[config.mk]
export PLATFORM = sky130hd
export DESIGN_NAME = cml_out_buffer
export DESIGN_NICKNAME = d
export VERILOG_FILES = /design/src/hdl/cml_pkg.sv /design/src/hdl/cml_out_buffer.sv
export SDC_FILE = /design/constraint.sdc
export NUM_CORES = 1
export LEC_CHECK = 0
export BUFFER_PORTS_ARGS = -buffer_cell sky130_fd_sc_hd__buf_2
export CAP_MARGIN = 20
export CORE_MARGIN = 5
export CORE_UTILIZATION = 50
export CTS_CLUSTER_DIAMETER = 60
export CTS_CLUSTER_SIZE = 12
export DETAILED_ROUTE_END_ITERATION = 8
export PLACE_DENSITY = 0.86
export SLEW_MARGIN = 25
export SYNTH_ARGS = -nofsm -noshare
export SYNTH_HDL_FRONTEND = slang
export SYNTH_SLANG_ARGS = --single-unit
[constraint.sdc]
create_clock -name clock -period 8.4 [get_ports clock]
set_clock_uncertainty 0.15 [all_clocks]
set_input_delay 1.68 -clock clock [delete_from_list [all_inputs] [get_ports clock]]
set_output_delay 1.68 -clock clock [all_outputs]
set_load 0.01 [all_outputs]
[src/hdl/cml_pkg.sv]
// Shared types, widths and helpers for the cam motion law evaluator.
// Used by every module of the block; depends on nothing else.
`default_nettype none

package cml_pkg;

   // Field widths of the stream items and the configuration port.
   localparam int X_W = 17;
   localparam int REG_W = 18;
   localparam int OUT_W = 22;
   localparam int CSR_IDX_W = 3;
   localparam int REQ_W = ((X_W + 7) / 8) * 8;
   localparam int RSP_W = ((3 * OUT_W + 7) / 8) * 8;

   // Default number of fraction bits.
   localparam int FRAC_BITS_DEF = 16;

   // Register indexes of the configuration port; higher indexes are unmapped.
   typedef enum logic [CSR_IDX_W-1:0] {
      CSR_LAW_MODE  = 3'd0,
      CSR_START_VEL = 3'd1,
      CSR_END_VEL   = 3'd2,
      CSR_START_ACC = 3'd3,
      CSR_END_ACC   = 3'd4
   } csr_index_type;

   // Scaled coefficients stay well inside 36 bits for every legal fraction width.
   localparam int COEF_W = 36;

   // Accumulators clamp to +/- 2^40, so 42 signed bits hold a clamped value plus a coefficient.
   localparam int ACC_LIM_EXP = 40;
   localparam int ACC_W = ACC_LIM_EXP + 2;
   localparam int PROD_W = ACC_W + X_W;

   // Horner steps of the position, velocity and acceleration polynomials.
   localparam int POS_STEPS = 5;
   localparam int VEL_STEPS = 4;
   localparam int ACC_STEPS = 3;
   localparam int CELLS = POS_STEPS;

   typedef logic signed [COEF_W-1:0] coef_type;
   typedef logic signed [ACC_W-1:0] acc_type;

   localparam acc_type ACC_LIM = acc_type'(64'sd1 << ACC_LIM_EXP);
   localparam acc_type OUT_MAX = acc_type'((64'sd1 <<< (OUT_W - 1)) - 64'sd1);
   localparam acc_type OUT_MIN = acc_type'(-(64'sd1 <<< (OUT_W - 1)));

   // One value for each of the three polynomials evaluated side by side.
   typedef struct packed {
      coef_type pos;
      coef_type vel;
      coef_type acc;
   } lane_coef_type;

   typedef struct packed {
      acc_type pos;
      acc_type vel;
      acc_type acc;
   } lane_acc_type;

   // Which polynomials take a Horner step in a given cell.
   typedef struct packed {
      logic pos;
      logic vel;
      logic acc;
   } lane_en_type;

   // Clamp an accumulator to +/- 2^40.
   function automatic acc_type clamp_acc(acc_type v);
      acc_type r;
      r = v;
      if (v > ACC_LIM) begin
         r = ACC_LIM;
      end else if (v < -ACC_LIM) begin
         r = -ACC_LIM;
      end
      return r;
   endfunction

endpackage

`default_nettype wire

[src/hdl/cml_out_buffer.sv]
// Result saturation and the output register with its skid stage.
// Depends on cml_pkg.
`default_nettype none

module cml_out_buffer
   import cml_pkg::*;
(
   input  wire logic             clock,
   input  wire logic             reset,
   input  wire logic             push,
   input  wire lane_acc_type     push_lanes,
   input  wire logic             rsp_tready,
   output logic                  rsp_tvalid,
   output logic [RSP_W-1:0]      rsp_tdata,
   output logic                  full
);

   logic             out_valid_ff, out_valid_in;
   logic             skid_valid_ff, skid_valid_in;
   logic [RSP_W-1:0] out_data_ff, skid_data_ff, result;
   logic             pop, out_load, out_from_skid, skid_load;

   // Floor by one bit to the output scale, then saturate to the field range.
   function automatic logic [OUT_W-1:0] finish(acc_type h);
      acc_type v;
      v = clamp_acc(h) >>> 1;
      if (v > OUT_MAX) begin
         v = OUT_MAX;
      end else if (v < OUT_MIN) begin
         v = OUT_MIN;
      end
      return v[OUT_W-1:0];
   endfunction

   assign result = {{(RSP_W - 3 * OUT_W){1'b0}}, finish(push_lanes.acc),
                    finish(push_lanes.vel), finish(push_lanes.pos)};

   assign pop = out_valid_ff & rsp_tready;

   // A new result goes to the output register when it is free, else to the skid stage.
   always_comb begin
      out_valid_in  = out_valid_ff;
      skid_valid_in = skid_valid_ff;
      out_load      = 1'b0;
      out_from_skid = 1'b0;
      skid_load     = 1'b0;
      if (skid_valid_ff) begin
         if (pop) begin
            out_load      = 1'b1;
            out_from_skid = 1'b1;
            skid_valid_in = 1'b0;
         end
      end else if (push) begin
         if (!out_valid_ff || pop) begin
            out_load     = 1'b1;
            out_valid_in = 1'b1;
         end else begin
            skid_load     = 1'b1;
            skid_valid_in = 1'b1;
         end
      end else if (pop) begin
         out_valid_in = 1'b0;
      end
   end

   always_ff @(posedge clock) begin
      if (reset) begin
         out_valid_ff  <= 1'b0;
         skid_valid_ff <= 1'b0;
      end else begin
         out_valid_ff  <= out_valid_in;
         skid_valid_ff <= skid_valid_in;
      end
   end

   always_ff @(posedge clock) begin
      if (out_load) begin
         out_data_ff <= out_from_skid ? skid_data_ff : result;
      end
      if (skid_load) begin
         skid_data_ff <= result;
      end
   end

   assign rsp_tvalid = out_valid_ff;
   assign rsp_tdata = out_data_ff;
   assign full = skid_valid_ff;

endmodule

`default_nettype wire

=== Word-level counts from Yosys, hierarchy flattened ===
Index checks and enable logic that the tools add are counted.
Widths: inputs -> output; s select.

* Mux-type cells: 26
* Bitwise logic cells: 2
* Equality and inequality tests: 1
* Order comparisons: 12
* Reductions and logical operators: 4

{| class="wikitable"
|+ Operator list
! kind !! number
|-
| $mux 42 || 6
|-
| $mux 22 || 6
|-
| $gt 42x42->1 const B || 3
|-
| $lt 42x41->1 const B || 3
|-
| $gt 41x22->1 const B || 3
|-
| $lt 41x22->1 const B || 3
|-
| $mux 66 || 1
|-
| $mux 1 || 13
|-
| $reduce_and 3->1 || 1
|-
| $ne 2x1->1 const B || 1
|-
| $reduce_bool 2->1 || 1
|-
| $and 1x1->1 || 1
|-
| $logic_not 1->1 || 1
|-
| $logic_or 1x1->1 || 1
|-
| $not 1->1 || 1
|}

* Register bits: 134
* Logic and storage cells: 49
* Output and inout port bits: 74
* Bits of input ports: 130

=== Longest topological paths before layout ===
* Depth after elaboration: 7
* Mapped depth: 6
* Mapped depth without buffers: 5

=== Least setup slack after synthesis ===
OpenSTA, ideal clock, no wires.

* Path kind: input port to flip-flop
* From: input port push
* To: register skid_data_ff[0] (enable)
* Cell stages on the path: 2
* Slack: 1.080 ns
* Arrival: 6.584 ns
* Buffers on the path: 0
* Data required time: 7.664 ns
* Setup time: 0.586 ns
* Cell sequence: nand2b_1 > nor3b_1

* Cells in the longest elaborated chain, start to end: 2

{| class="wikitable"
|+ RTL lines
! what !! line !! source
|-
| start: declaration || cml_out_buffer.sv:10 || <nowiki>input wire logic push,</nowiki>
|-
| $mux 1 || cml_out_buffer.sv:53 || <nowiki>end else if (push) begin</nowiki>
|-
| $mux 1 || cml_out_buffer.sv:47 || <nowiki>if (skid_valid_ff) begin</nowiki>
|-
| via skid_load || cml_out_buffer.sv:21 || <nowiki>logic pop, out_load, out_from_skid, skid_load;</nowiki>
|-
| end signal: assignment || cml_out_buffer.sv:81 || <nowiki>skid_data_ff <= result;</nowiki>
|-
| end: declaration || cml_out_buffer.sv:20 || <nowiki>logic [RSP_W-1:0] out_data_ff, skid_data_ff, result;</nowiki>
|}

The timed path passes the listed nets, and every way through them passes these cells.
A chain may end at the register's enable or synchronous reset.

=== Worst setup path in the final report ===
* From: input port push_lanes[115] (netlist bit)
* To: register out_data_ff[12], in the netlist rsp_tdata[12], data pin

* Cells in the longest elaborated chain, start to end: 7
* Elaborated cells on any way between the ends: 9
* Those cells by class: order compare (4); mux (5)

{| class="wikitable"
|+ RTL lines
! what !! line !! source
|-
| start: declaration || cml_out_buffer.sv:11 || <nowiki>input wire lane_acc_type push_lanes,</nowiki>
|-
| $lt 42x41->1 || cml_pkg.sv:74 || <nowiki>end else if (v < -ACC_LIM) begin</nowiki>
|-
| $mux 42 || cml_pkg.sv:74 ||
|-
| $mux 42 (*) || cml_pkg.sv:72 || <nowiki>if (v > ACC_LIM) begin</nowiki>
|-
| $lt 41x22->1 || cml_out_buffer.sv:29 || <nowiki>end else if (v < OUT_MIN) begin</nowiki>
|-
| $mux 22 || cml_out_buffer.sv:29 ||
|-
| $mux 22 (*) || cml_out_buffer.sv:27 || <nowiki>if (v > OUT_MAX) begin</nowiki>
|-
| $mux 66 (*) || cml_out_buffer.sv:78 || <nowiki>out_data_ff <= out_from_skid ? skid_data_ff : result;</nowiki>
|-
| end signal: assignment || cml_out_buffer.sv:78 ||
|-
| end: declaration || cml_out_buffer.sv:20 ||
|}

Mark *: on every way between the ends. The rest lies on a longest branch, timed or not.

==> impl_results.md <==
* Largest net degree at the start of global routing at 67
* Crit end category: flip-flop
* Synth Instances at 521
* Tmin final at 3.98 ns
* Slew HR at a little under two fifths
* Area growth from synthesis to layout at 28.2%
* Clk buf depth at 2
* Setup repair bufs after CTS at 0
* Initial core utilization at approximately 50%
* Ys async rst share at 0%
* WL met1 at 6.02 mm
* Share of the synthesized area in the top cell type at 65.7%
* Worst-skew pair later-pin latency at 0.42 ns
* Number of synthesized flops with an enable pin at 132
* Vias at 4,942
* Die ar. at 14,400 um2
* Number of synthesized register bits at 134
* Highest routed layer: met4
* Finished Layout Cells at 864
* Post-synthesis cell type count at 29
* Share of layout cells above drive strength 1 at 33.5%
* Fmax at about 250 MHz
* Hold Crit Class: reg -> reg
* Ys Warns at 0
* PortBufs at 196
* Status: finished clean
* Post-synthesis mux area share at 0%
* Endpoints failing hold at 0
* CTS Sinks at 134
* Slew @ Worst Pin at 0.943 ns
* Seq/Total Area, Yosys at 66.4%
* Clock transition at the registers of the reported paths at 0.06 ns
* Critical path arrival at just under 4 ns
* Average wire per standard cell at between 15 and 20 um
* Largest family of logic cells by synthesized area: simple AND/OR/NAND/NOR gates
* CP Data Required Time at 8.36 ns
* DR DRC count at 0
* Tot Pwr at 1.78 mW
* Die H at ~120 um
* Power Density at 230 nW/um2
* Startpoint Class: input pin
* Netlist Area Pre-Place at 6030 um2
* Final core occ at approximately two thirds
* GRT overflow at 0
* Top post-synthesis cells by count: nand2_1, edfxtp_1, a21o_1, o211ai_1, nor2_1
* Die width at approximately 120 um
* Max-slew violations at 0
* Synth Area in Compound Gates at between 10% and 20%
* Synth Area in Simple Gates at 15.6%
* WL met3 at 1.48 mm
* FP Rows at 40
* CP max FO at 22
* Leading area contributor after synthesis: edfxtp_1
* Ys flop type: edfxtp_1
* DR pass1 iterations at 5
* First-pass GRT wire length at about 25 mm
* Count leader, synth: nand2_1
* ANT cells at 0
* Nets at 834
* Routed wire length at 15.5 mm
* Syn_area_per_cell at 11.6 um2
* Via density at roughly 5.7
* Routed met2 length at 7.70 mm
* Post-route cell area at 7740 um2
* H-Tree Depth at 4
* Hpwl dp at 10.6 mm
* Critical path class: in -> reg
* Adder-Cell Fraction of Synth Area at 0%
* DP Area at 7080 um2
* Final setup viols at 0
* Placed Cells at 832
* Gr usage total at around 22%
* Gates resized, CTS repair at 0
* Post-synthesis xor/xnor area fraction at 0%
* Vias in the first global route at 4,970
* CTS root buf: clkbuf_16
* Leakage power at roughly 3.2 nW
* Worst IR drop on VDD at 0.110 mV
* Initial DRC count at 543
* Core area at 11,900 um2
* Setup_tns at 0 ns
* CTS Buf Count at 17
* Area contributors post-synth: edfxtp_1, nand2_1, a21o_1
* ANT nets after route at 0
* RSZ-0062 raised after global routing: false
* CTS tree: done
* Max-cap violation count at 0
* Initial antenna violation count at 0
* Final Wtd Congestion at slightly below 0.9
* Ports at 204
* Final worst-path cycle share at 47.4%
* Fillers at around 890
* Hold_buf cts at 0
==> flip-flops by register name, summed over array words and instances, names as in the netlist <==
register      flops
full              1
rsp_tvalid        1
skid_data_ff     66
rsp_tdata        66
==> worst max-delay path, cell delays in order <==
cell,delay [ns]
buf_2,0.10
nor4_1,0.49
nand3_1,0.18
o31a_1,0.59
nand2_1,0.69
o211ai_1,0.21
==> metrics by stage <==
stage / setup WS [ns] / hold WS, ns
after floorplan: 1.08 / 0.346
after global placement: 4.13 / 0.365
after detailed placement: 3.98 / 0.377
after CTS: 4.42 / 0.392
after global routing: 4.31 / 0.427
final: 4.42 / 0.387
==> cell type report <==
type                       instances  area [um2]  area share (%)
timing repair buffer             202        1030            13.3
clock inverter                    12         199            2.57
inverter                           4        15.0           0.194
tap                              147         184            2.38
sequential                       134        4000            51.8
clock buffer                      20         457            5.90
multi-input combinational        345        1850            23.9
==> layout by cell type, fill, tap and decap left out, types with 3 or more instances in the layout <==
| cell type | instances |
|---|---|
| a21o_1 | 42 |
| a21oi_1 | 23 |
| buf_2 | 196 |
| buf_4 | 6 |
| bufinv_16 | 5 |
| clkbuf_16 | 17 |
| clkinv_2 | 3 |
| conb_1 | 6 |
| edfxtp_1 | 132 |
| inv_1 | 4 |
| nand2_1 | 136 |
| nand4_1 | 17 |
| nor2_1 | 31 |
| nor3_1 | 4 |
| nor4_1 | 23 |
| o211ai_1 | 42 |
| o21ai_0 | 4 |
==> cells by family after synthesis <==
kind of cell | Yosys count
AOI/OAI and AO/OA | 121
other | 1
buffers and inverters | 47
DFF | 134
and+or+nand+nor | 218
==> per-layer routing <==
| layer | global-route usage, % | vias to the layer above |
|---|---|---|
| met3 | 6.27 | 29 |
| li1 | - | 2298 |
| met1 | 27.0 | 2331 |
| met4 | 8.88 | 0 |
| met2 | 36.6 | 284 |
| met5 | 0 | - |
==> power by group <==
part | leakage, nW | internal (mW) | switching [mW]
Combinational | 1.63 | 0.0647 | 0.103
Clock | 0.320 | 0.542 | 0.277
Sequential | 1.24 | 0.780 | 0.0102
==> path summary, 6_finish.rpt <==
check                           slack (ns)       endpoint        startpoint  depth (start not counted)
worst max-delay path                  4.42  rsp_tdata[12]   push_lanes[115]                          6
worst min-delay path                  0.39  rsp_tdata[43]  skid_data_ff[43]                          2
worst max register to register        5.97  rsp_tdata[44]        rsp_tvalid                          4
worst min register to register        0.39  rsp_tdata[43]  skid_data_ff[43]                          2
Note: power is estimated with default switching activity, not from simulation.
