<file path="config.mk">
export PLATFORM = sky130hd
export DESIGN_NAME = cml_coef_unit
export DESIGN_NICKNAME = d
export VERILOG_FILES = /design/src/hdl/cml_pkg.sv /design/src/hdl/cml_coef_unit.sv
export SDC_FILE = /design/constraint.sdc
export NUM_CORES = 1
export LEC_CHECK = 0
export BUFFER_PORTS_ARGS = -buffer_cell sky130_fd_sc_hd__buf_4
export CORE_AREA = 5 5 260 262
export DETAILED_ROUTE_END_ITERATION = 6
export DIE_AREA = 0 0 265 267
export GPL_TIMING_DRIVEN = 0
export PLACE_DENSITY = 0.84
export SLEW_MARGIN = 10
export SYNTH_ARGS = -nofsm -noshare
export SYNTH_HDL_FRONTEND = slang
export SYNTH_SLANG_ARGS = --single-unit
</file>
<file path="constraint.sdc">
create_clock -name clock -period 13.27 [get_ports clock]
set_input_delay 0.6635 -clock clock [delete_from_list [all_inputs] [get_ports clock]]
set_output_delay 0.6635 -clock clock [all_outputs]
set_load 0.01 [all_outputs]
</file>
<file path="src/hdl/cml_pkg.sv">
// Shared types, widths and helpers for the cam motion law evaluator.
// Used by every module of the block; depends on nothing else.
`default_nettype none

package cml_pkg;

   // Field widths of the stream items and the configuration port.
   localparam int X_W = 17;
   localparam int REG_W = 18;
   localparam int OUT_W = 22;
   localparam int CSR_IDX_W = 3;
   localparam int REQ_W = ((X_W + 7) / 8) * 8;
   localparam int RSP_W = ((3 * OUT_W + 7) / 8) * 8;

   // Default number of fraction bits.
   localparam int FRAC_BITS_DEF = 16;

   // Register indexes of the configuration port; higher indexes are unmapped.
   typedef enum logic [CSR_IDX_W-1:0] {
      CSR_LAW_MODE  = 3'd0,
      CSR_START_VEL = 3'd1,
      CSR_END_VEL   = 3'd2,
      CSR_START_ACC = 3'd3,
      CSR_END_ACC   = 3'd4
   } csr_index_type;

   // Scaled coefficients stay well inside 36 bits for every legal fraction width.
   localparam int COEF_W = 36;

   // Accumulators clamp to +/- 2^40, so 42 signed bits hold a clamped value plus a coefficient.
   localparam int ACC_LIM_EXP = 40;
   localparam int ACC_W = ACC_LIM_EXP + 2;
   localparam int PROD_W = ACC_W + X_W;

   // Horner steps of the position, velocity and acceleration polynomials.
   localparam int POS_STEPS = 5;
   localparam int VEL_STEPS = 4;
   localparam int ACC_STEPS = 3;
   localparam int CELLS = POS_STEPS;

   typedef logic signed [COEF_W-1:0] coef_type;
   typedef logic signed [ACC_W-1:0] acc_type;

   localparam acc_type ACC_LIM = acc_type'(64'sd1 << ACC_LIM_EXP);
   localparam acc_type OUT_MAX = acc_type'((64'sd1 <<< (OUT_W - 1)) - 64'sd1);
   localparam acc_type OUT_MIN = acc_type'(-(64'sd1 <<< (OUT_W - 1)));

   // One value for each of the three polynomials evaluated side by side.
   typedef struct packed {
      coef_type pos;
      coef_type vel;
      coef_type acc;
   } lane_coef_type;

   typedef struct packed {
      acc_type pos;
      acc_type vel;
      acc_type acc;
   } lane_acc_type;

   // Which polynomials take a Horner step in a given cell.
   typedef struct packed {
      logic pos;
      logic vel;
      logic acc;
   } lane_en_type;

   // Clamp an accumulator to +/- 2^40.
   function automatic acc_type clamp_acc(acc_type v);
      acc_type r;
      r = v;
      if (v > ACC_LIM) begin
         r = ACC_LIM;
      end else if (v < -ACC_LIM) begin
         r = -ACC_LIM;
      end
      return r;
   endfunction

endpackage

`default_nettype wire

</file>
<file path="src/hdl/cml_coef_unit.sv">
// Configuration registers and motion law coefficient generation.
// Depends on cml_pkg.
`default_nettype none

module cml_coef_unit
   import cml_pkg::*;
#(
   parameter int FRAC_BITS = FRAC_BITS_DEF
) (
   input  wire logic                 clock,
   input  wire logic                 reset,
   input  wire logic                 csr_wen,
   input  wire logic [CSR_IDX_W-1:0] csr_index,
   input  wire logic [REG_W-1:0]     csr_wdata,
   output lane_coef_type             seed,
   output lane_coef_type             step_coef [CELLS]
);

   // Unity with one extra fraction bit, the scale of the coefficients.
   localparam coef_type ONE = coef_type'(64'sd1 << (FRAC_BITS + 1));

   logic             law_mode_ff;
   logic [REG_W-1:0] start_vel_ff;
   logic [REG_W-1:0] end_vel_ff;
   logic [REG_W-1:0] start_acc_ff;
   logic [REG_W-1:0] end_acc_ff;

   coef_type v0, v1, a0, a1;
   coef_type k5_in, k4_in, k3_in, k2_in, k1_in;
   coef_type k5_ff, k4_ff, k3_ff, k2_ff, k1_ff;
   lane_coef_type seed_in, seed_ff;
   lane_coef_type step_in [CELLS];
   lane_coef_type step_ff [CELLS];

   // Register writes; an index beyond the list is ignored.
   always_ff @(posedge clock) begin
      if (reset) begin
         law_mode_ff  <= 1'b0;
         start_vel_ff <= '0;
         end_vel_ff   <= '0;
         start_acc_ff <= '0;
         end_acc_ff   <= '0;
      end else if (csr_wen) begin
         unique case (csr_index)
            CSR_LAW_MODE:  law_mode_ff  <= csr_wdata[0];
            CSR_START_VEL: start_vel_ff <= csr_wdata;
            CSR_END_VEL:   end_vel_ff   <= csr_wdata;
            CSR_START_ACC: start_acc_ff <= csr_wdata;
            CSR_END_ACC:   end_acc_ff   <= csr_wdata;
            default: ;
         endcase
      end
   end

   assign v0 = coef_type'(start_vel_ff);
   assign v1 = coef_type'(end_vel_ff);
   assign a0 = coef_type'(start_acc_ff);
   assign a1 = coef_type'(end_acc_ff);

   // Base coefficients of the selected law.
   always_comb begin
      if (law_mode_ff) begin
         k5_in = 6 * ONE - 6 * (v0 + v1) + (a1 - a0);
         k4_in = -15 * ONE + 16 * v0 + 14 * v1 + 3 * a0 - 2 * a1;
         k3_in = 10 * ONE - 12 * v0 - 8 * v1 - 3 * a0 + a1;
         k2_in = a0;
      end else begin
         k5_in = '0;
         k4_in = '0;
         k3_in = -2 * ONE + 2 * v0 + 2 * v1;
         k2_in = 3 * ONE - 4 * v0 - 2 * v1;
      end
      k1_in = 2 * v0;
   end

   always_ff @(posedge clock) begin
      k5_ff <= k5_in;
      k4_ff <= k4_in;
      k3_ff <= k3_in;
      k2_ff <= k2_in;
      k1_ff <= k1_in;
   end

   // Derivative weights and the per-cell addends of each polynomial.
   always_comb begin
      seed_in.pos = k5_ff;
      seed_in.vel = 5 * k5_ff;
      seed_in.acc = 20 * k5_ff;

      step_in[0].pos = k4_ff;
      step_in[0].vel = 4 * k4_ff;
      step_in[0].acc = 12 * k4_ff;

      step_in[1].pos = k3_ff;
      step_in[1].vel = 3 * k3_ff;
      step_in[1].acc = 6 * k3_ff;

      step_in[2].pos = k2_ff;
      step_in[2].vel = 2 * k2_ff;
      step_in[2].acc = 2 * k2_ff;

      step_in[3].pos = k1_ff;
      step_in[3].vel = k1_ff;
      step_in[3].acc = '0;

      step_in[4].pos = '0;
      step_in[4].vel = '0;
      step_in[4].acc = '0;
   end

   always_ff @(posedge clock) begin
      seed_ff <= seed_in;
      step_ff <= step_in;
   end

   assign seed = seed_ff;
   assign step_coef = step_ff;

endmodule

`default_nettype wire

</file>
# After elaboration in Yosys (flattened, before gate mapping)
# Cells that the tools add are included.
[totals]
ram_bits = 0
regBits = 600
mem_count = 0
mem_bits_ro = 0
latchBits = 0
out_inout_bits = 648
[classes]
n_eq_ne = 4
bitwise = 0
reduce_logical = 6
mul = 9
add_sub_neg = 16
div_mod_pow = 0
n_mux = 2
order_cmp = 0
shifts = 0
[op_table]
columns = ["operator", "n"]
rows = [
  ["2-bit by 18-bit multiplier with 20-bit output (first input constant)", 2],
  ["3-bit by 36-bit multiplier with 34-bit output (first input constant)", 1],
  ["3-bit by 36-bit multiplier with 35-bit output (first input constant)", 1],
  ["3-bit by 36-bit multiplier with 36-bit output (first input constant)", 1],
  ["4-bit by 36-bit multiplier with 34-bit output (first input constant)", 1],
  ["4-bit by 36-bit multiplier with 36-bit output (first input constant)", 1],
  ["36-bit 2-to-1 mux", 1],
  ["36-bit by 20-bit subtractor with 36-bit output", 1],
  ["25-bit by 19-bit adder with 26-bit output", 1],
  ["25-bit by 21-bit adder with 26-bit output", 1],
  ["24-bit by 23-bit adder with 25-bit output", 1],
  ["24-bit by 21-bit subtractor with 25-bit output", 1],
  ["22-bit by 23-bit adder with 24-bit output (first input constant)", 1],
  ["23-bit by 19-bit adder with 24-bit output", 1],
  ["23-bit by 22-bit subtractor with 24-bit output", 1],
  ["20-bit by 22-bit subtractor with 23-bit output (first input constant)", 1],
  ["21-bit by 22-bit subtractor with 23-bit output (first input constant)", 1],
  ["21-bit by 20-bit adder with 22-bit output", 1],
  ["21-bit by 20-bit subtractor with 22-bit output", 1],
  ["19-bit by 20-bit adder with 21-bit output (first input constant)", 1],
  ["2-bit by 19-bit multiplier with 21-bit output (first input constant)", 1],
  ["3-bit by 18-bit multiplier with 21-bit output (first input constant)", 1],
  ["19-bit by 20-bit subtractor with 21-bit output (first input constant)", 1],
  ["18-bit by 18-bit adder with 19-bit output", 1],
  ["other kinds (7)", 12],
]

# Logic depth before layout (Yosys ltp)
# Gate-level depths: netlist (run 1).
[logic_depth]
word_depth = 6
mapped_depth = 32

# Worst setup path before layout (run 1)
# No wires, ideal clock.
[synth_timing]
path_type = "register -> register"
start = "register end_vel_ff[1]"
end = "register k4_ff[25]"
stages_incl_launch_ff = 28
slack_ns = 6.504
required_ns = 13.201
synth_period_minus_slack_ns = 6.766
arrival_ns = 6.697
path_buffers = 1
setup_time_ns = 0.069
path_cell_list = "dfxtp_1 > fa_1 > ha_1 > fa_1 > a21o_1 > a21oi_1 > o21bai_1 > a21oi_1 > xnor2_1 > fa_1 > inv_1 > ha_1 > ha_1 > or3_1 > o21ai_0 > xnor2_1 > ha_1 > and3_1 > and3_1 > a21oi_1 > o21ai_1 > o41a_1 > a41o_1 > o41ai_4 > and2b_2 > or4b_1 > buf_4 > a21oi_2"
[synth_between]
elab_chain_cells = 4
[synth_lines]
columns = ["item", "line", "text"]
rows = [
  ["start, declared", "cml_coef_unit.sv:24", "logic [REG_W-1:0] end_vel_ff;"],
  ["start signal, assigned", "cml_coef_unit.sv:47", "CSR_END_VEL: end_vel_ff <= csr_wdata;"],
  ["3-bit by 18-bit multiplier with 21-bit output", "cml_coef_unit.sv:64", "k4_in = -15 * ONE + 16 * v0 + 14 * v1 + 3 * a0 - 2 * a1;"],
  ["24-bit by 23-bit adder with 25-bit output", "cml_coef_unit.sv:64", ""],
  ["25-bit by 21-bit adder with 26-bit output", "cml_coef_unit.sv:64", ""],
  ["36-bit by 20-bit subtractor with 36-bit output", "cml_coef_unit.sv:64", ""],
  ["end signal, assigned", "cml_coef_unit.sv:78", "k4_ff <= k4_in;"],
  ["end, declared", "cml_coef_unit.sv:30", "coef_type k5_ff, k4_ff, k3_ff, k2_ff, k1_ff;"],
]
# No other way between the ends.
# A chain may end at the register's enable or synchronous reset.

# Worst setup path after layout (run 1)
[layout_timing]
start = "register end_vel_ff[1]"
end = "register k4_ff[32]"
# The elaborated chain is that of the path after synthesis.

==> flow_summary.ini, run 1 <==
[status]
outcome = complete, no violations

[route]
drc = 0
ant_nets = 0
via_per_inst = 5.125
firstDrtPassIters = 5
drtIter0Drc = 1935
num_vias = 26670
drt_wl_total_um = 92110
drt-wirelength-per-cell_um = 17.70

[place]
gp_congestion = 0.9971
dp.cells = 5123
place_hpwl_um = 76930
io_buffers = 480
pre_cts_ws_ns = 5.563

[clock_tree]
postCtsHoldBufs = 0
cts_resized = 0
htree_levels = 2
clock_path_buffers = 3
numCtsBuffers = 46
cts_sinks = 423
cts-root-buf = clkbuf_16
cts_tree = built
clk_latency_ns = 0.59
post-cts-setup-buffers = 0
cts.reportedPaths.clkPinSlew_ns = 0.06

[min_path]
min_path_type = register to register
hold_depth = 0

[synthesis]
async_reset_ff_frac = 0
synth_flop_cell = dfxtp_1
yosysSeqAreaShare = 0.2666
avgSynthCellArea_um2 = 8.845
synth_area_mm2 = 0.03176
ys_warn_count = 0
synth_edf_count = 0
synth_cell_type_count = 82
synth_seq_cells = 423
syn_inst = 3591

[global_routing]
grt.total_usage = 0.2437
grt_pass1_vias = 25480
grt_antenna_before_repair = 4
grt_pass1_wl_um = 139100
global_route.overflow_total = 0
grt_max_degree = 44

[floorplanning]
core_mm2 = 0.06516
num_io_pins = 672
fp.dieW_um = 265
die-area_mm2 = 0.07076
start_util = 0.4875
std_cell_rows = 94
fp.dieH_um = 267

[timing]
post-route-period-util = 0.5826
finalHoldViolCount = 0
relSlewSlack = 0.1926
worst_slew_pin_slew_ns = 1.211
layout_setup_ws_ns = 5.539
slew_violations = 0
rsz0062_at_grt = false
hold_ws_ns = 0.3252
post-route-min-period_ns = 7.731
max_freq_ghz = 0.1293
setup_violations = 0
fin_skew_ns = 0.02134
setup-tns-final_ns = 0

[worst_setup_path]
rr_worst_depth = 29
worst_path_most_repeated_cell = a21oi_1
endpoint_kind = register
worst-setup-path-type = register to register
startpoint_type = register
cp_max_fo = 9
arrival_ns = 8.22
cpPeakStageDelay_ns = 0.72
critPathSlowestCell = dfxtp_1
critPathRequiredTime_ns = 13.76

[layout]
diodes = 0
instances_no_fill = 5204
fillers = 5578
finalNetCount = 4865
area_delta_synth_final_pct = 21.62
final_layout_size_suffix_gt1_frac = 0.2343

[pwr]
ir_worst_vdd_uv = 98.83
power.leakage_nw = 19.96
power_density_mw_per_mm2 = 114.5

[flow_run]
max-cap-violations = 0
## metrics by stage
stage          cell area [um2]    util  power, W
2_1_floorplan            32470       -  0.002620
3_3_place_gp             37150  0.5702  0.003150
3_5_place_dp             37150  0.5702  0.003179
4_1_cts                  38630  0.5929  0.004440
5_1_grt                  38630  0.5929  0.004673
6_report                 38630  0.5929  0.004422
## layout by cell type (no fill, tap or decap), drive strengths merged, types with 10 or more instances in the layout
master / n
a211o: 10
a211oi: 37
a21o: 86
a21oi: 272
a31oi: 32
and2: 25
and3: 20
buf: 911
clkbuf: 107
clkinv: 10
conb: 189
dfxtp: 423
fa: 97
ha: 437
inv: 263
nand2: 297
nand2b: 50
nand3: 49
nand4: 15
nor2: 203
nor2b: 38
nor3: 53
o211ai: 21
o21a: 29
o21ai: 127
o21bai: 40
o31ai: 18
or2: 10
or3: 19
xnor2: 197
xor2: 107
## critical path, delay by kind of cell (launching register included)
kind | cells | cell delay (ns)
AO/OA/AOI/OAI | 15 | 3.02
adder cells (fa/ha/maj) | 7 | 2.54
AND/OR/NAND/NOR | 4 | 1.05
flip-flops | 1 | 0.72
XOR/XNOR | 2 | 0.27
buffers and inverters | 1 | 0.04
## per-layer routing
metal  part of all wire  track usage
met2               0.48       0.4189
met4              0.037      0.08364
met1               0.41       0.3101
met3              0.079      0.04360
met5            0.00028            0
## cell type report
class	count	area, um2	share of cell area
multi-input cells	2624	19660	0.5090
flip-flops and latches	423	8469	0.2192
repair buffers	480	3603	0.09328
plain buffers	473	3364	0.08709
clock buffers	65	1344	0.03479
well taps	864	1081	0.02798
inverters	259	972.2	0.02517
clock inverters	16	132.6	0.003433
## state kept, by name (all words and copies together) (netlist names)
register,flops
step_coef,168
seed,58
k4_ff,36
k3_ff,25
k5_ff,24
k2_ff,21
end_acc_ff,18
end_vel_ff,18
k1_ff,18
start_acc_ff,18
start_vel_ff,18
law_mode_ff,1
## synthesized netlist by cell type, types with 34 or more instances
| library cell | number | area share |
|---|---|---|
| xnor2_1 | 197 | 0.054 |
| o21bai_1 | 40 | 0.0095 |
| a21oi_1 | 266 | 0.042 |
| fa_1 | 97 | 0.061 |
| nor2b_1 | 38 | 0.0075 |
| a21o_1 | 86 | 0.020 |
| nor2_1 | 203 | 0.024 |
| dfxtp_1 | 423 | 0.27 |
| xor2_1 | 107 | 0.030 |
| nand2b_1 | 50 | 0.0098 |
| nand2_1 | 297 | 0.035 |
| a211oi_1 | 34 | 0.0080 |
| ha_1 | 437 | 0.17 |
| nand3_1 | 49 | 0.0077 |
| clkbuf_1 | 42 | 0.0050 |
| buf_4 | 423 | 0.10 |
| nor3_1 | 53 | 0.0084 |
| inv_1 | 258 | 0.030 |
| o21ai_0 | 124 | 0.020 |
## cell families after synthesis
group                    synth area share
buffers and inverters              0.1365
other                           0.0001181
flip-flops                         0.2666
adder cells (fa/ha/maj)            0.2333
XOR/XNOR                          0.08383
AO/OA/AOI/OAI                      0.1548
AND/OR/NAND/NOR                    0.1211
multiplexers                     0.003663
## path summary, 6_finish.rpt
check / startpoint / end / slack (ns)
hold reg to reg: k2_ff[18]$_SDFF_PP0_ / step_coef[306]$_DFF_P_ / 0.33
setup / recovery: end_vel_ff[1]$_SDFFE_PP0P_ / k4_ff[32]$_SDFF_PN0_ / 5.54
hold / removal: k2_ff[18]$_SDFF_PP0_ / step_coef[306]$_DFF_P_ / 0.33
setup reg to reg: end_vel_ff[1]$_SDFFE_PP0P_ / k4_ff[32]$_SDFF_PN0_ / 5.54
## power by group
part           leakage, nW  internal (W)  switching [W]
logic                 15.8      0.000822       0.000878
clock network        0.734      0.000727       0.000519
registers             3.44       0.00139      0.0000903
No activity file was read; power rests on OpenSTA's default activity.
==> run 2, diff against run 1 <==
--- a/config.mk
+++ b/config.mk
@@ -6,11 +6,11 @@
 export NUM_CORES = 1
 export LEC_CHECK = 0
 export BUFFER_PORTS_ARGS = -buffer_cell sky130_fd_sc_hd__buf_4
-export CORE_AREA = 5 5 260 262
+export CORE_AREA = 5 5 257 259
 export DETAILED_ROUTE_END_ITERATION = 6
-export DIE_AREA = 0 0 265 267
+export DIE_AREA = 0 0 262 264
 export GPL_TIMING_DRIVEN = 0
-export PLACE_DENSITY = 0.84
+export PLACE_DENSITY = 0.85
 export SLEW_MARGIN = 10
 export SYNTH_ARGS = -nofsm -noshare
 export SYNTH_HDL_FRONTEND = slang
==> constraint.sdc (replaced) <==
create_clock -name clock -period 7.3 [get_ports clock]
set_input_delay 0.365 -clock clock [delete_from_list [all_inputs] [get_ports clock]]
set_output_delay 0.365 -clock clock [all_outputs]
set_load 0.01 [all_outputs]
==> run 2 against run 1 <==
Effect of this change:
- sequential cell count stayed put
- non-clock buffer count is 12 higher
- clock skew is 0.0034 ns lower
- sequential share of layout area is 0.11 points lower
- clock power is 84% higher
- first-iteration DRC count is 4.8% lower
- sequential power is 81% higher
- final area is 0.80% higher
==> flow_summary.ini, run 2 (synthesized netlist as in run 1, its figures left out) <==
[layout]
final_cell_mix = buf_4, ha_1, dfxtp_1, nand2_1, inv_1
final_layout_size_suffix_gt1_frac = 0.2453
regArea_mm2 = 0.008496
area_delta_synth_final_pct = 22.59
multi_input_area_mm2 = 0.01985
finalNetCount = 4876
layout_commonest_cell = buf_4
fillers = 5353
diodes = 0
largest_reg_flops = 168
stdcell_area_mm2 = 0.03894

[timing]
post-route-min-period_ns = 7.105
slew_violations = 0
relSlewSlack = 0.1297
worst_slew_pin_slew_ns = 1.305
fin_skew_ns = 0.01791
post-route-period-util = 0.9733
max_freq_ghz = 0.1407
finalHoldViolCount = 0
hold_ws_ns = 0.06106
setup_violations = 0

[place]
gp_congestion = 1.018
io_buffers = 480
place_hpwl_um = 76870
place_area_mm2 = 0.03714

[route]
num_vias = 26840
firstDrtPassIters = 6
ant_nets = 0
drtIter0Drc = 1842
drc = 0
drt-wirelength-per-cell_um = 17.76
drt_wl_total_um = 92430
via_per_inst = 5.157

[floorplanning]
num_io_pins = 672
start_util = 0.4990
fp.dieW_um = 262
fp.dieH_um = 264
die-area_mm2 = 0.06917
std_cell_rows = 93
core_mm2 = 0.06365

[min_path]
min_path_type = input port to register
hold_depth = 3

[worst_setup_path]
cp.depth = 30
rr_worst_depth = 30
worst_path_most_repeated_cell = a21oi_2
cp_max_fo = 6
worst-setup-path-type = register to register
cpLargestDelayFamily = compound AO/OA/AOI/OAI gates
endpoint_kind = register
critPathSlowestCell = fa_1
arrival_ns = 7.60
startpoint_type = register
critPathRequiredTime_ns = 7.79
crit_buf_inv = 3
cpPeakStageDelay_ns = 0.48

[global_routing]
grt.total_usage = 0.2491
global_route.overflow_total = 0
grt_antenna_before_repair = 3
grt_max_degree = 44
grt_pass1_wl_um = 138200
grt_pass1_vias = 25440

[clock_tree]
clk_latency_ns = 0.58
htree_levels = 2
cts-root-buf = clkbuf_16
clock_path_buffers = 3
cts.reportedPaths.clkPinSlew_ns = 0.06
numCtsBuffers = 45
cts_sinks = 423
cts_tree = built

[pwr]
power_density_mw_per_mm2 = 208.1
pwr-share-seq = 0.331
p_clk_frac = 0.284
power.leakage_nw = 20.08
switchingPower_w = 0.002684
power_frac_comb = 0.385
ir_worst_vdd_uv = 174.9
p_int_w = 0.005419
p_sw_frac = 0.3313

[flow_run]
max-cap-violations = 0

[status]
outcome = complete, no violations
-- run 2: cell count changes in the layout (fill, tap and decap cells not counted), sizes merged --
cell      change
inv           -4
clkinvlp      +1
buf          +12
clkbuf        +3
clkinv        -5
bufinv        +3
-- run 2: repair_timing --
action | 4_1_cts | 5_1_grt
gates resized for setup | 13 | 43
setup buffers | 1 | 11
pin swaps | 1 | 18
setup endpoints to repair | 14 | 18
hold buffers | 0 | 0
-- run 2: cell type report --
type | instances | share of cell area
sequential | 423 | 0.2182
multi-input combinational | 2624 | 0.5096
inverter | 259 | 0.02497
buffer | 473 | 0.08640
tap | 855 | 0.02747
timing repair buffer | 492 | 0.09485
clock buffer | 68 | 0.03400
clock inverter | 11 | 0.004498
-- run 2: worst paths after layout --
check / startpoint / end / slack (ns)
worst max register to register: start_acc_ff[0]$_SDFFE_PP0P_ / k4_ff[35]$_SDFF_PN0_ / 0.19
worst min register to register: k1_ff[14]$_DFF_P_ / step_coef[158]$_DFF_P_ / 0.32
worst min-delay path: csr_wdata[10] / start_vel_ff[10]$_SDFFE_PP0P_ / 0.06
worst max-delay path: start_acc_ff[0]$_SDFFE_PP0P_ / k4_ff[35]$_SDFF_PN0_ / 0.19
-- run 2: tightest hold or removal path, stage by stage --
cell	delay [ns]
buf_4	0.13
nand2_1	0.05
a21oi_1	0.05
-- run 2: metal layers --
metal / routed length (um) / GRT usage / part of all wire / up-vias
li1: - / - / - / 13120
met2: 44230 / 0.4298 / 0.48 / 992
met3: 8163 / 0.03919 / 0.088 / 190
met1: 36610 / 0.3184 / 0.40 / 12540
met5: 13 / 0 / 0.00014 / -
met4: 3410 / 0.08210 / 0.037 / 2
-- run 2: power groups by stage --
stage	registers, W	clock network [W]	logic [W]
2_1_floorplan	0.00273	0	0.00203
3_3_place_gp	0.00273	0	0.00299
3_5_place_dp	0.00274	0	0.00305
4_1_cts	0.00269	0.00236	0.00307
5_1_grt	0.00271	0.00246	0.00338
6_report	0.00268	0.00230	0.00312
-- run 2: through the flow --
stage	setup slack [ns]	setup TNS (ns)	utilization	total power, W	instances
2_1_floorplan	0.5340	0	-	0.004764	3779
3_3_place_gp	-0.3062	-3.191	0.5835	0.005724	5114
3_5_place_dp	-0.4175	-4.121	0.5835	0.005785	5114
4_1_cts	0.005958	0	0.6077	0.008122	5194
5_1_grt	-0.03064	-0.03968	0.6118	0.008551	5205
6_report	0.1950	0	0.6118	0.008103	5205
==> run 3, diff against run 2 <==
--- a/config.mk
+++ b/config.mk
@@ -6,9 +6,10 @@
 export NUM_CORES = 1
 export LEC_CHECK = 0
 export BUFFER_PORTS_ARGS = -buffer_cell sky130_fd_sc_hd__buf_4
-export CORE_AREA = 5 5 257 259
+export CORE_MARGIN = 5
+export CORE_UTILIZATION = 50
+export CTS_CLUSTER_SIZE = 12
 export DETAILED_ROUTE_END_ITERATION = 6
-export DIE_AREA = 0 0 262 264
 export GPL_TIMING_DRIVEN = 0
 export PLACE_DENSITY = 0.85
 export SLEW_MARGIN = 10
==> run 3 against run 2 <==
Effect of this change:
- clock skew grew 0.0057 ns
- cell count shrank 0.35%
- wire length grew 0.38%
- critical endpoint is now k4_ff[27]$_SDFF_PN0_
- maximum frequency grew 1.2%
- sequential power is essentially flat
- non-clock buffer count shrank 2
- sequential cell count is the same
==> flow_summary.ini, run 3 (synthesized netlist as in run 1, its figures left out) <==
[status]
outcome = complete, no violations

[pwr]
power_density_mw_per_mm2 = 203.7
power.leakage_nw = 19.98
ir_worst_vdd_uv = 192.2

[min_path]
hp-start = csr_wdata[16]
min_path_type = input port to register

[clock_tree]
clock_path_buffers = 3
clk_latency_ns = 0.58
postCtsHoldBufs = 0
cts_sinks = 423
htree_levels = 2
cts-root-buf = clkbuf_16
cts_tree = built
numCtsBuffers = 44
cts.reportedPaths.clkPinSlew_ns = 0.06

[global_routing]
grt.total_usage = 0.2518
grt_max_degree = 44
grt_pass1_wl_um = 137800
grt_pass1_vias = 25320
grt_antenna_before_repair = 4
global_route.overflow_total = 0

[worst_setup_path]
startpoint = start_acc_ff[0]$_SDFFE_PP0P_
cp_max_fo = 6
worstReg2RegStart = start_acc_ff[0]$_SDFFE_PP0P_
critPathRequiredTime_ns = 7.81
worst_path_most_repeated_cell = a21oi_2
cpPeakStageDelay_ns = 0.49
arrival_ns = 7.53
startpoint_type = register
critPathSlowestCell = fa_1
worst-setup-path-type = register to register
endpoint_kind = register

[layout]
area_delta_synth_final_pct = 21.98
finalNetCount = 4873
diodes = 0
final_cell_mix = buf_4, ha_1, dfxtp_1, nand2_1, inv_1
layout_commonest_cell = buf_4
largest_reg_flops = 168
utilization = 0.6153
final_layout_size_suffix_gt1_frac = 0.2435

[route]
drc = 0
drt_wl_total_um = 92780
firstDrtPassIters = 6
drtIter0Drc = 1927
ant_nets = 0
drt-wirelength-per-cell_um = 17.89
via_per_inst = 5.182
num_vias = 26880

[timing]
max_freq_ghz = 0.1424
slew_violations = 0
fin_skew_ns = 0.02364
setup-tns-final_ns = 0
post-route-min-period_ns = 7.023
finalHoldViolCount = 0
post-route-period-util = 0.9621
relSlewSlack = 0.1121
worst_slew_pin_slew_ns = 1.332
setup_violations = 0

[floorplanning]
num_io_pins = 672
std_cell_rows = 92
start_util = 0.5045
fp.dieW_um = 262.0
die-area_mm2 = 0.06867
fp.dieH_um = 262.0
core_mm2 = 0.06297

[flow_run]
max-cap-violations = 0

[place]
gp_congestion = 0.9908
io_buffers = 480
place_hpwl_um = 77140
-- run 3: layer usage --
| layer | part of all wire | global-route usage | up-vias |
|---|---|---|---|
| met5 | 0.00037 | 0 | - |
| met4 | 0.032 | 0.07842 | 4 |
| met3 | 0.078 | 0.04026 | 170 |
| met2 | 0.48 | 0.4367 | 948 |
| met1 | 0.40 | 0.3231 | 12650 |
| li1 | - | - | 13110 |
-- run 3: metrics by stage --
step / hold WS, ns / power [W] / instance area [um2] / setup WS (ns) / cells
2_1_floorplan: 0.3096 / 0.004764 / 32470 / 0.5340 / 3779
3_3_place_gp: 0.3109 / 0.005727 / 37130 / -0.2515 / 5105
3_5_place_dp: 0.3121 / 0.005781 / 37130 / -0.3089 / 5105
4_1_cts: 0.02979 / 0.007893 / 38460 / 0.02661 / 5177
5_1_grt: 0.05365 / 0.008343 / 38740 / -0.08205 / 5187
6_report: 0.05865 / 0.007891 / 38740 / 0.2767 / 5187
-- run 3: report_power, final --
group,switching (W),internal [W]
Clock,0.000893,0.00119
Combinational,0.00162,0.00151
Sequential,0.000159,0.00252
Total,0.00267,0.00522
-- run 3: worst paths after layout --
check / slack (ns) / end / depth (start not counted)
worst min register to register: 0.32 / step_coef[303]$_DFF_P_ / 0
worst max register to register: 0.28 / k4_ff[27]$_SDFF_PN0_ / 30
worst max-delay path: 0.28 / k4_ff[27]$_SDFF_PN0_ / 30
worst min-delay path: 0.06 / start_acc_ff[16]$_SDFFE_PP0P_ / 3
-- run 3: area by class of cell --
type | instances | area, um2
clock inverters | 7 | 51.30
inverters | 259 | 972.2
multi-input cells | 2624 | 19860
clock buffers | 65 | 1262
flip-flops and latches | 423 | 8494
well taps | 846 | 1059
plain buffers | 473 | 3364
repair buffers | 490 | 3679
fillers | 5327 | 24220
-- run 3: timing repair --
action | 4_1_cts | 5_1_grt
pin swaps | 0 | 13
setup buffers | 0 | 10
setup endpoints to repair | 13 | 18
resized for setup | 9 | 51
gates cloned | 0 | 0
-- run 3: critical path, delay by kind of cell (launching register included) --
kind | cells | cell delay, ns
buffers and inverters | 3 | 0.31
XOR/XNOR | 2 | 0.26
AND/OR/NAND/NOR | 7 | 1.82
flip-flops | 1 | 0.39
adder cells (fa/ha/maj) | 6 | 1.99
AO/OA/AOI/OAI | 12 | 2.17
